### config.mk
export PLATFORM = sky130hd
export DESIGN_NAME = tspl_queue
export DESIGN_NICKNAME = d
export VERILOG_FILES = /design/src/rtl/core/tspl_pkg.sv /design/src/rtl/core/tspl_queue.sv
export SDC_FILE = /design/constraint.sdc
export NUM_CORES = 1
export LEC_CHECK = 0
export ABC_AREA = 1
export ABC_CLOCK_PERIOD_IN_PS = 4950
export BUFFER_PORTS_ARGS = -buffer_cell sky130_fd_sc_hd__buf_2
export CAP_MARGIN = 20
export CORE_MARGIN = 1.5
export CORE_UTILIZATION = 30
export DETAILED_ROUTE_END_ITERATION = 10
export GPL_TIMING_DRIVEN = 0
export SYNTH_ARGS = -nofsm -noshare
export SYNTH_HDL_FRONTEND = slang
export SYNTH_SLANG_ARGS = --single-unit
### constraint.sdc
create_clock -name clock -period 4.95 [get_ports clock]
set_clock_uncertainty 0.1 [all_clocks]
set_input_delay 0.495 -clock clock [delete_from_list [all_inputs] [get_ports clock]]
set_output_delay 0.495 -clock clock [all_outputs]
set_load 0.02 [all_outputs]
### src/rtl/core/tspl_pkg.sv
`default_nettype none
package tspl_pkg;

   // field widths of the stream items
   localparam int ACTION_W     = 2;
   localparam int SLOT_FIELD_W = 11;
   localparam int TIME_FIELD_W = 31;
   localparam int CNT_FIELD_W  = 12;
   localparam int REQ_DATA_W   = 80;
   localparam int RSP_DATA_W   = 48;

   // action codes on req_tuser
   localparam logic [ACTION_W-1:0] ACT_ALLOC = 2'd0;
   localparam logic [ACTION_W-1:0] ACT_FREE  = 2'd1;
   localparam logic [ACTION_W-1:0] ACT_SWEEP = 2'd2;

   // classified operations handed to the engine
   typedef logic [2:0] op_type;
   localparam op_type OP_NOP      = 3'd0;
   localparam op_type OP_ALLOC    = 3'd1;
   localparam op_type OP_FREE     = 3'd2;
   localparam op_type OP_FREE_BAD = 3'd3;
   localparam op_type OP_SWEEP    = 3'd4;

   // command queue between front and engine
   localparam int QUEUE_DEPTH = 2;
   localparam int QPTR_W      = 1;

   typedef struct packed {
      op_type                  op;
      logic [SLOT_FIELD_W-1:0] slot;
      logic [TIME_FIELD_W-1:0] expiry;
      logic [TIME_FIELD_W-1:0] now;
   } tspl_cmd_type;

endpackage
`default_nettype wire

### src/rtl/core/tspl_queue.sv
`default_nettype none
module tspl_queue (
   input  wire logic                   clock,
   input  wire logic                   reset,
   input  wire logic                   in_valid,
   output logic                        in_ready,
   input  wire tspl_pkg::tspl_cmd_type in_cmd,
   output logic                        out_valid,
   input  wire logic                   out_ready,
   output tspl_pkg::tspl_cmd_type      out_cmd
);

   tspl_pkg::tspl_cmd_type             slot_ff [tspl_pkg::QUEUE_DEPTH];
   logic [tspl_pkg::QPTR_W-1:0]        wr_ptr_ff;
   logic [tspl_pkg::QPTR_W-1:0]        rd_ptr_ff;
   logic [tspl_pkg::QPTR_W:0]          count_ff;
   logic                               push;
   logic                               pop;

   assign in_ready  = count_ff != (tspl_pkg::QPTR_W+1)'(tspl_pkg::QUEUE_DEPTH);
   assign out_valid = count_ff != '0;
   assign out_cmd   = slot_ff[rd_ptr_ff];
   assign push      = in_valid && in_ready;
   assign pop       = out_valid && out_ready;

   // pointers and fill level
   always_ff @(posedge clock) begin
      if (reset) begin
         wr_ptr_ff <= '0;
         rd_ptr_ff <= '0;
         count_ff  <= '0;
      end else begin
         if (push) wr_ptr_ff <= wr_ptr_ff + 1'b1;
         if (pop)  rd_ptr_ff <= rd_ptr_ff + 1'b1;
         if (push && !pop)      count_ff <= count_ff + 1'b1;
         else if (pop && !push) count_ff <= count_ff - 1'b1;
      end
   end

   // entry storage
   always_ff @(posedge clock) begin
      if (push) slot_ff[wr_ptr_ff] <= in_cmd;
   end

endmodule
`default_nettype wire

# Word level (Yosys, flattened, before mapping)
# Memory sizes are Yosys's and may differ from the RTL's. A register that Yosys moved wholly into a read port is not among the register bits.
# Index checks and enable logic that the tools add are counted.
[totals] reg_bits=4 ram_bits=152 out_inout_bits=78 word_cells=23 memories=1
[mem_list] name="slot_ff" words=2 word_bits=76 read_ports=1 rd_clocked_by_memory_dff=1 write_ports=1 line="tspl_queue.sv:13" source="tspl_pkg::tspl_cmd_type slot_ff [tspl_pkg::QUEUE_DEPTH];"
[op_classes] add_sub_neg=4 n_eq_ne=1 mux=6 reduce_logical=8
[ops] op="$logic_and A1 B1 Y1" n=4
[ops] op="$mux W1" n=4
[ops] op="$mux W2" n=2
[ops] op="$reduce_bool A2 Y1" n=2
[ops] op="$add A1 B1 Y1 const B" n=2
[ops] op="$add A2 B1 Y2 const B" n=1
[ops] op="$logic_not A1 Y1" n=2
[ops] op="$ne A2 B2 Y1 const B" n=1
[ops] op="$sub A2 B1 Y2 const B" n=1

# Longest topological paths before layout
# Gate-level depths: netlist of the first run.
[logic_depth] depth_word=6 depth_mapped=11

# Worst setup path before layout of the first run
# No wires, ideal clock.
[synth_path] path_kind="register to register" start="register count_ff[0] in the netlist's numbering" end="memory slot_ff[0][0] in the netlist's numbering, enable pin" setup_ps=511 arrival_time_ps=3872 required_ps=4339 path_slack_ps=468 stages_incl_launch_ff=5 cell_sequence="dfxtp_1 > inv_1 > nand2_1 > nand2_1 > nor2_1"
[synth_via] elab_chain_len=4
[synth_lines] element="start: declaration" line="tspl_queue.sv:16" source="logic [tspl_pkg::QPTR_W:0] count_ff;"
[synth_lines] element="start signal: assignment" line="tspl_queue.sv:35" source="if (push && !pop) count_ff <= count_ff + 1'b1;"
[synth_lines] element="start signal: assignment" line="tspl_queue.sv:36" source="else if (pop && !push) count_ff <= count_ff - 1'b1;"
[synth_lines] element="$ne A2 B2 Y1" line="tspl_queue.sv:20" source="assign in_ready = count_ff != (tspl_pkg::QPTR_W+1)'(tspl_pkg::QUEUE_DEPTH);"
[synth_lines] element="via in_ready" line="tspl_queue.sv:6" source="output logic in_ready,"
[synth_lines] element="$logic_and A1 B1 Y1" line="tspl_queue.sv:23" source="assign push = in_valid && in_ready;"
[synth_lines] element="$mux W1" line="tspl_queue.sv:42" source="if (push) slot_ff[wr_ptr_ff] <= in_cmd;"
[synth_lines] element="$mux W1 (not written as such)" line="tspl_queue.sv:42"
[synth_lines] element="end: declaration" line="tspl_queue.sv:13"
# The timed path passes the listed nets, and every way through them passes these cells.

==> key figures, run 1 <==
STA
  • Hold Slack: 0.1663 ns
  • Tcrit/Tclk final: 46.95%
  • Final Setup Violations: 0
  • RSZ-0062 raised after global routing: no
  • Final hold vios: 0
  • Max-slew violations: 0
  • Worst Max-Slew Pin Slew: 0.7249 ns
  • Rel. slew slack: between 50 and 60%
  • Setup tns final: 0 ns
  • Min cycle time layout: 2.324 ns
  • F_max: approximately 430 MHz

Floorplan
  • Area of the die: 20440 µm²
  • Initial Util: between 30% and 40%
  • Die height: 143.0 µm
  • Std-Cell Rows: 51
  • Die width: 143.0 µm
  • I/O Pins: between 150 and 200
  • CORE AREA: 19330 µm²

Synth
  • Mapped Cells: 273
  • Yosys reg bits: 157
  • Post-synthesis sequential area ratio: between 70% and 80%
  • Post-synth EDFFs: 152
  • Post-synthesis instance area: 5877 µm²
  • Area contributors post-synth: edfxtp_1 78%, mux2_4 10%, mux2_2 6.9%
  • Cell taking the most area after synthesis: edfxtp_1
  • YS warnings: 0
  • Synthesized Nets: 354
  • Syn_area_per_cell: about 22 µm²
  • Top FF cell, synth: edfxtp_1
  • Top-area cell type share of the netlist area: 77.67%
  • Post-synthesis async set-or-reset flop share: 0%
  • Yosys cell types: 15

Clock tree
  • CTS max path bufs: 2
  • H-tree depth: 4
  • CTS root buffer: clkbuf_16
  • TritonCTS Buffers: 17
  • Post-cts gate resize count: 0
  • CTS tree: yes
  • Clk pin slew, worst setup/hold paths: 0.06 ns
  • CTS Hold Bufs: 0
  • Post-CTS Setup Bufs: 0
  • Clk sinks: between 150 and 200
  • Clock Latency Late Sink: 0.41 ns

Layout
  • Fillers: 1773
  • Multi-input logic area: around 1100 µm²
  • ANT cells: 0
  • NumNets Final: roughly 530
  • Finished Layout Cells: 730
  • Area grow syn2layout: 30.51%
  • FF+latch area: ~4700 µm²
  • Share of layout cells above drive strength 1: 59.14%

Global routing
  • GRT Total Usage: 10.90%
  • Initial antenna violation count: 0
  • First-pass GRT wire length: 16340 µm
  • Vias in the first global route: 3199
  • Gr ovfl total: 0
  • Pin count of the biggest net entering global routing: 32

Critical path
  • FF-to-FF path depth: 6
  • Critical path peak fanout: 10
  • Worst EP required: 4.36 ns
  • R2R Path End: slot_ff[1][55]
  • Startpoint types: register
  • Reg-to-reg slack, setup: roughly 2.7 ns
  • Crit Path Category: reg2out
  • Worst endpoint data arrival time: 1.73 ns
  • R2r startpoint: count_ff[0]
  • CP Capture Point: out_cmd[25]
  • Crit. End Element: output pin

Placement
  • Routability congestion estimate from global placement: 0.6741
  • Dpl cells: around 700
  • Final HPWL DP: approximately 7700 µm
  • I/O Buffers: about 160

Routing
  • DR vias/cell: 4.186
  • Routed WL per cell: 15.27 µm
  • Initial drt markers: 71
  • DR vias: 3056
  • # DRC: 0
  • DR pass1 iterations: 4
  • WL final: 11140 µm
  • Final ANT Viol Nets: 0

Power and ir drop
  • Max VDD drop: 0.2232 mV
  • Leak Pwr: 2.951 nW
  • Pwr dens: 531.9 nW/µm²
  • Tot Pwr: 4.080 mW

Status
  • Outcome: complete, no violations

Min path
  • Hold Path Class: in2reg
  • Hold Startpoint: in_cmd[11]

Run
  • Max Cap Viol: 0
==> registers in the layout, indices dropped and copies added, names as in the netlist, named ones only <==
register   flops
rd_ptr_ff      1
wr_ptr_ff      1
count_ff       2
slot_ff      152
==> metrics by stage <==
stage,worst slack [ns],util (%),area [µm²]
2_1_floorplan,0.4676,-,5877
3_3_place_gp,-1.504,36.17,6994
3_5_place_dp,2.600,36.67,7089
4_1_cts,2.553,39.67,7670
5_1_grt,2.512,39.67,7670
6_report,2.626,39.67,7670
==> power by group <==
| part | internal [mW] | switching [mW] | total, mW |
|---|---|---|---|
| registers | 1.68 | 0.0459 | 1.72 |
| clock network | 0.789 | 0.489 | 1.28 |
| logic | 0.449 | 0.628 | 1.08 |
==> final cells by class <==
type	count	area share, %
plain buffers	8	0.8809
multi-input cells	100	14.73
well taps	265	4.323
clock buffers	20	5.693
inverters	8	0.3915
flip-flops and latches	157	60.82
clock inverters	11	1.876
repair buffers	161	11.29
==> synth_stat cells (2+ instances only) <==
master and n:
mux2_2 36, inv_1 8, nand2_1 9, edfxtp_1 152, buf_6 4, dfxtp_1 5, nand3_1 2, nor2_1 7
o21ai_0 2, mux2_4 40, a21oi_1 2, buf_2 3
==> kinds of logic (layout without fill, tap and decap cells) <==
logic type / Yosys count / after routing / synth area share (%)
AO/OA/AOI/OAI: 4 / 4 / 0.3407
AND/OR/NAND/NOR: 19 / 19 / 1.299
flip-flops: 157 / 157 / 79.37
buffers and inverters: 16 / 208 / 1.661
multiplexers: 76 / 76 / 17.12
adder cells (fa/ha/maj): 1 / 1 / 0.2129
==> worst min-delay path by stage <==
stage          slack [ns]  cells past startpoint        endpoint
6_report             0.17                      1  slot_ff[0][11]
5_1_grt              0.14                      1  slot_ff[0][27]
4_1_cts              0.15                      1  slot_ff[1][28]
3_5_place_dp         0.41                      2        register
3_3_place_gp         0.39                      2       rd_ptr_ff
2_1_floorplan        0.36                      2        register
==> cell usage in the layout (no fill, tap or decap), types with 3 or more instances in the layout <==
cell,count
mux2_2,36
nand2_1,9
buf_6,4
dfxtp_1,5
mux2_4,40
edfxtp_1,152
nor2_1,5
inv_1,8
clkinv_2,4
buf_12,4
clkbuf_1,3
clkbuf_16,17
bufinv_16,3
buf_2,160
==> worst max-delay path, stage by stage (launching register included) <==
cell and delay (ns):
dfxtp_1 0.36, buf_4 0.25, buf_6 0.22, mux2_4 0.31
buf_2 0.17
==> per-layer routing <==
layer	share of wire, %	vias up	track usage, %
met4	1.5	0	4.395
met3	5.7	11	4.225
met1	40	1524	11.98
met5	0	-	0
met2	53	102	18.84
li1	-	1419	-
No activity file was read; power rests on OpenSTA's default activity.
==> run 2: changes to the inputs <==
- ABC_CLOCK_PERIOD_IN_PS: 4950 -> 2300
- clock period: 4.95 -> 2.3 ns (I/O delays scaled with it)
==> key figures, run 2 (synthesis gave the netlist of run 1 again) <==
Layout
  • Top flop regs: slot_ff: 152 flops, count_ff: 2 flops
  • FF+latch area: 4664 µm² (unchanged)
  • Commonest non-fill, non-tap cell in the layout: buf_2
  • Finished Layout Cells: 806 (+10%)
  • Post-route cell area: 8426 µm² (+9.9%)
  • Commonest cells after routing, fill and taps aside: 160 x buf_2, 152 x edfxtp_1, 77 x dlygate4sd3_1, 40 x mux2_4, 36 x mux2_2
  • Share of layout cells above drive strength 1: 51.20% (-7.9 points)
  • Area grow syn2layout: 43.37%
  • Fillers: 1733 (-2.3%)
  • Max reg flops: 152 (unchanged)
  • Final core utilization: 43.58% (+3.9 points)
  • Multi-input logic area: 1140 µm² (+0.89%)
  • NumNets Final: 611 (+14%)
  • ANT cells: 0 (unchanged)
  • Largest register by flop count: slot_ff

Critical path
  • Cell depth of the worst setup path: 4 (unchanged)
  • R2R Path End: slot_ff[0][54]
  • FF-to-FF path depth: 5 (-1)
  • R2r startpoint: count_ff[0]
  • CP Capture Point: out_cmd[35]
  • Cell breakdown of the critical path: buf_4 > buf_6 > mux2_4 > buf_2
  • Max stage delay cell, worst path: dfxtp_1
  • Worst EP required: 1.97 ns (-2.39 ns)
  • Worst endpoint data arrival time: 1.73 ns (about the same)
  • Crit. End Element: output pin
  • Top delay family on crit path: buffers and inverters
  • Crit Path Category: reg2out
  • Worst Path Buf+Inv: 3 (unchanged)
  • Critical path peak fanout: 10 (unchanged)
  • Reg-to-reg slack, setup: 0.32 ns (-2.37 ns)
  • Startpoint types: register
  • Delay of the slowest critical-path stage: 0.36 ns (about the same)

Clock tree
  • TritonCTS Buffers: 17 (unchanged)
  • Clock Latency Late Sink: 0.41 ns (about the same)
  • H-tree depth: 4 (unchanged)
  • Post-cts gate resize count: 0 (unchanged)
  • Clk sinks: 157 (unchanged)
  • CTS tree: yes
  • CTS root buffer: clkbuf_16
  • CTS max path bufs: 2 (unchanged)
  • Clk pin slew, worst setup/hold paths: 0.06 ns (about the same)

Global routing
  • First-pass GRT wire length: 17670 µm (+8.1%)
  • Gr ovfl total: 0 (unchanged)
  • Pin count of the biggest net entering global routing: 30 (-6.3%)
  • Initial antenna violation count: 0 (unchanged)
  • GRT Total Usage: 11.61% (+0.71 points)
  • Vias in the first global route: 3553 (+11%)

Routing
  • Initial drt markers: 73 (+2.8%)
  • WL final: 11730 µm (+5.2%)
  • # DRC: 0 (unchanged)
  • Final ANT Viol Nets: 0 (unchanged)
  • DR vias: 3319 (+8.6%)
  • DR vias/cell: 4.118 (-1.6%)
  • Routed WL per cell: 14.55 µm (-4.7%)
  • DR pass1 iterations: 4 (unchanged)

Placement
  • Routability congestion estimate from global placement: 0.6930 (+2.8%)
  • I/O Buffers: 157 (unchanged)
  • Pre-CTS setup slack: 0.2777 ns (-2.322 ns)
  • Dpl cells: 699 (unchanged)
  • Final HPWL DP: 7609 µm (-1.3%)
  • DP Area: 7099 µm² (+0.14%)

Floorplan
  • Initial Util: 30.40% (unchanged)
  • Die height: 143.0 µm (unchanged)
  • Die width: 143.0 µm (unchanged)
  • Std-Cell Rows: 51 (unchanged)
  • Area of the die: 20440 µm² (unchanged)
  • I/O Pins: 158 (unchanged)
  • CORE AREA: 19330 µm² (unchanged)

STA
  • Setup WS post-layout: 0.2425 ns (-2.384 ns)
  • Tcrit/Tclk final: roughly nine tenths
  • F_max: around 490 MHz
  • Final Setup Violations: 0 (unchanged)
  • Hold Slack: 0.01979 ns (-0.1465 ns)
  • Setup tns final: 0 ns (unchanged)
  • Worst Max-Slew Pin Slew: 0.7742 ns (+0.04929 ns)
  • Rel. slew slack: 48.27% (-3.3 points)
  • RSZ-0062 raised after global routing: no
  • Min cycle time layout: 2.058 ns
  • Final hold vios: 0 (unchanged)
  • Max-slew violations: 0 (unchanged)

Min path
  • Hold Path Class: in2reg

Power and ir drop
  • Leak Pwr: 3.254 nW (+10%)
  • Pwr dens: 1045 nW/µm² (+96%)
  • Tot Pwr: 8.803 mW (+120%)
  • Max VDD drop: 0.5053 mV (+130%)

Run
  • Max Cap Viol: 0 (unchanged)

Status
  • Outcome: complete, no violations
run 2: changes by cell type in the layout (fill, tap and decap cells not counted), sizes merged:
cell	previous run	this run
bufinv	3	2
clkbuf	20	19
clkinv	6	5
clkinvlp	1	4
dlygate4sd3	0	77
inv	9	8
run 2: area by class of cell:
type                    instances  share of cell area, %
multi-input cells             100                  13.53
well taps                     265                  3.935
flip-flops and latches        157                  55.36
inverters                       8                 0.3564
clock buffers                  19                  5.138
plain buffers                   8                 0.8019
repair buffers                238                  19.42
clock inverters                11                  1.455
run 2: worst min-delay path by stage:
stage / from / cells after the start / to
3_3_place_gp: in_cmd[59] / 1 / slot_ff[0][59]
3_5_place_dp: in_cmd[59] / 1 / slot_ff[1][59]
2_1_floorplan: in_cmd[0] / 0 / slot_ff[0][0]
5_1_grt: out_ready / 3 / rd_ptr_ff
4_1_cts: out_ready / 3 / rd_ptr_ff
6_report: out_ready / 3 / rd_ptr_ff
run 2: timing repair:
| action | in CTS | in global routing |
|---|---|---|
| setup buffers | 0 | 0 |
| hold buffers | 77 | 0 |
| hold endpoints to repair | 153 | 0 |
run 2: tightest hold or removal path, cell delays in order:
cell and delay (ns):
buf_2 0.10, a21oi_1 0.08, nor2_1 0.09
run 2: routing by layer:
metal	share of wire [%]	up-vias	global-route usage, %
met5	0	-	0
met4	1.8	0	5.209
met3	5.2	14	3.387
met2	51	108	20.57
met1	41	1621	12.84
li1	-	1576	-
run 2: power by group:
part | switching, mW | internal (mW) | leakage [nW]
clock network | 1.08 | 1.58 | 0.261
registers | 0.105 | 3.61 | 1.46
logic | 1.36 | 1.06 | 1.53
==> run 3: changes to the inputs <==
- CTS_BUF_LIST: default -> sky130_fd_sc_hd__clkbuf_8
- PLACE_DENSITY: default -> 0.48
==> key figures, run 3 (synthesis gave the netlist of run 1 again) <==
Layout
  • Post-route cell area: 8258 µm² (-2.0%)
  • Fillers: 1780 (+2.7%)
  • Max reg flops: 152 (unchanged)
  • ANT cells: 0 (unchanged)
  • Commonest non-fill, non-tap cell in the layout: buf_2
  • Top flop regs: slot_ff: 152 flops, count_ff: 2 flops
  • Share of layout cells above drive strength 1: 51.56% (+0.36 points)
  • Commonest cells after routing, fill and taps aside: 160 x buf_2, 152 x edfxtp_1, 78 x dlygate4sd3_1, 40 x mux2_4, 36 x mux2_2
  • NumNets Final: 613 (+0.33%)
  • Area grow syn2layout: 40.52%
  • Largest register by flop count: slot_ff

Routing
  • Final ANT Viol Nets: 0 (unchanged)
  • DR vias: 3303 (-0.48%)
  • Routed WL per cell: 14.17 µm (-2.6%)
  • DR pass1 iterations: 4 (unchanged)
  • # DRC: 0 (unchanged)
  • WL final: 11480 µm (-2.1%)
  • Initial drt markers: 79 (+8.2%)
  • DR vias/cell: 4.078 (-0.97%)

Floorplan
  • Initial Util: 30.40% (unchanged)
  • I/O Pins: 158 (unchanged)
  • Die width: 143.0 µm (unchanged)
  • Std-Cell Rows: 51 (unchanged)
  • Area of the die: 20440 µm² (unchanged)
  • Die height: 143.0 µm (unchanged)
  • CORE AREA: 19330 µm² (unchanged)

Power and ir drop
  • Tot Pwr: 8.060 mW (-8.4%)
  • Pwr dens: 976.1 nW/µm² (-6.6%)
  • Max VDD drop: 0.4039 mV (-20%)
  • Leak Pwr: 3.182 nW (-2.2%)

Global routing
  • First-pass GRT wire length: 17190 µm (-2.7%)
  • Gr ovfl total: 0 (unchanged)
  • Initial antenna violation count: 0 (unchanged)
  • Pin count of the biggest net entering global routing: 30 (unchanged)
  • GRT Total Usage: 11.25% (-0.35 points)
  • Vias in the first global route: 3517 (-1.0%)

Critical path
  • Startpoint types: register
  • Worst EP required: 1.97 ns (about the same)
  • Reg-to-reg slack, setup: 0.24 ns (-0.08 ns)
  • Crit. End Element: output pin
  • Critical path peak fanout: 10 (unchanged)
  • Worst endpoint data arrival time: 1.79 ns (+0.06 ns)
  • Crit Path Category: reg2out

STA
  • Final Setup Violations: 0 (unchanged)
  • Max-slew violations: 0 (unchanged)
  • F_max: 470.7 MHz (-3.2%)
  • RSZ-0062 raised after global routing: no
  • Tcrit/Tclk final: 92.37% (+2.9 points)
  • Rel. slew slack: 42.97% (-5.3 points)
  • Final hold vios: 0 (unchanged)
  • Min cycle time layout: 2.125 ns (+0.06710 ns)
  • Worst Max-Slew Pin Slew: 0.8535 ns (+0.07929 ns)

Clock tree
  • Clk pin slew, worst setup/hold paths: 0.08 ns (+0.02 ns)
  • TritonCTS Buffers: 17 (unchanged)
  • CTS max path bufs: 2 (unchanged)
  • Clock Latency Late Sink: 0.43 ns (+0.02 ns)
  • Post-cts gate resize count: 0 (unchanged)
  • CTS tree: yes
  • Clk sinks: 157 (unchanged)
  • CTS root buffer: clkbuf_8
  • H-tree depth: 4 (unchanged)

Status
  • Outcome: complete, no violations

Run
  • Max Cap Viol: 0 (unchanged)

Placement
  • I/O Buffers: 157 (unchanged)
  • DP Area: 7099 µm² (unchanged)
  • Routability congestion estimate from global placement: 0.6416 (-7.4%)
  • Final HPWL DP: 7285 µm (-4.3%)

Min path
  • Hold Path Class: in2reg
==> run 3: cell count changes in the layout (fill, tap and decap cells not counted) <==
cell and change:
bufinv_16 -1, dlygate4sd3_1 +1, inv_6 +4, clkbuf_8 +17, inv_1 +1, nor2_2 +1
clkbuf_16 -17, clkinv_2 -1, inv_8 +1, clkbuf_1 -2
==> run 3: cell type report <==
class / count / area, µm² / area share [%]
clock buffers: 17 / 234.0 / 2.833
multi-input cells: 101 / 1146 / 13.88
well taps: 265 / 331.6 / 4.015
clock inverters: 15 / 137.6 / 1.667
flip-flops and latches: 157 / 4664 / 56.48
plain buffers: 8 / 67.56 / 0.8182
repair buffers: 239 / 1647 / 19.94
inverters: 8 / 30.03 / 0.3636
==> run 3: what timing repair did <==
item                                    CTS  global route
hold buffers                             78             0
hold endpoints to repair                157             0
endpoints found under the setup margin    0            29
buffers inserted                          0             0
==> run 3: worst paths after layout <==
path | start | end | depth (start not counted)
min reg2reg | rd_ptr_ff | register | 2
max reg2reg | count_ff[0] | slot_ff[1][26] | 5
min | in_valid | wr_ptr_ff | 4
max | register | out_cmd[51] | 4
==> run 3: critical path, stage by stage (launching register included) <==
cell and delay [ns]:
dfxtp_1 0.41, buf_4 0.25, buf_6 0.21, mux2_4 0.31, buf_2 0.16
==> run 3: where the power goes <==
group	switching [mW]	total (mW)	internal [mW]
clock	1.06	1.93	0.870
combinational	1.36	2.42	1.06
sequential	0.104	3.71	3.61
==> run 3: through the flow <==
stage / TNS, ns / worst slack (ns) / utilization (%) / instances / hold WS [ns]
final: 0 / 0.1754 / 42.71 / 810 / 0.1883
after global routing: 0 / 0.02584 / 42.71 / 810 / 0.1743
after CTS: 0 / 0.04046 / 42.68 / 809 / 0.07644
after detailed placement: 0 / 0.05930 / 36.72 / 699 / 0.3210
after global placement: -109.27 / -0.7426 / 36.30 / 695 / 0.3174
after floorplan: 0 / 0.02713 / - / 273 / 0.2289
==> run 3: metal layers <==
layer  share of wire [%]  vias to the layer above  track usage (%)
met3                 5.6                        6            4.225
met4                0.96                        0            3.907
met5                   0                        -                0
met1                  45                     1614            13.33
met2                  49                      104            18.74
li1                    -                     1579                -
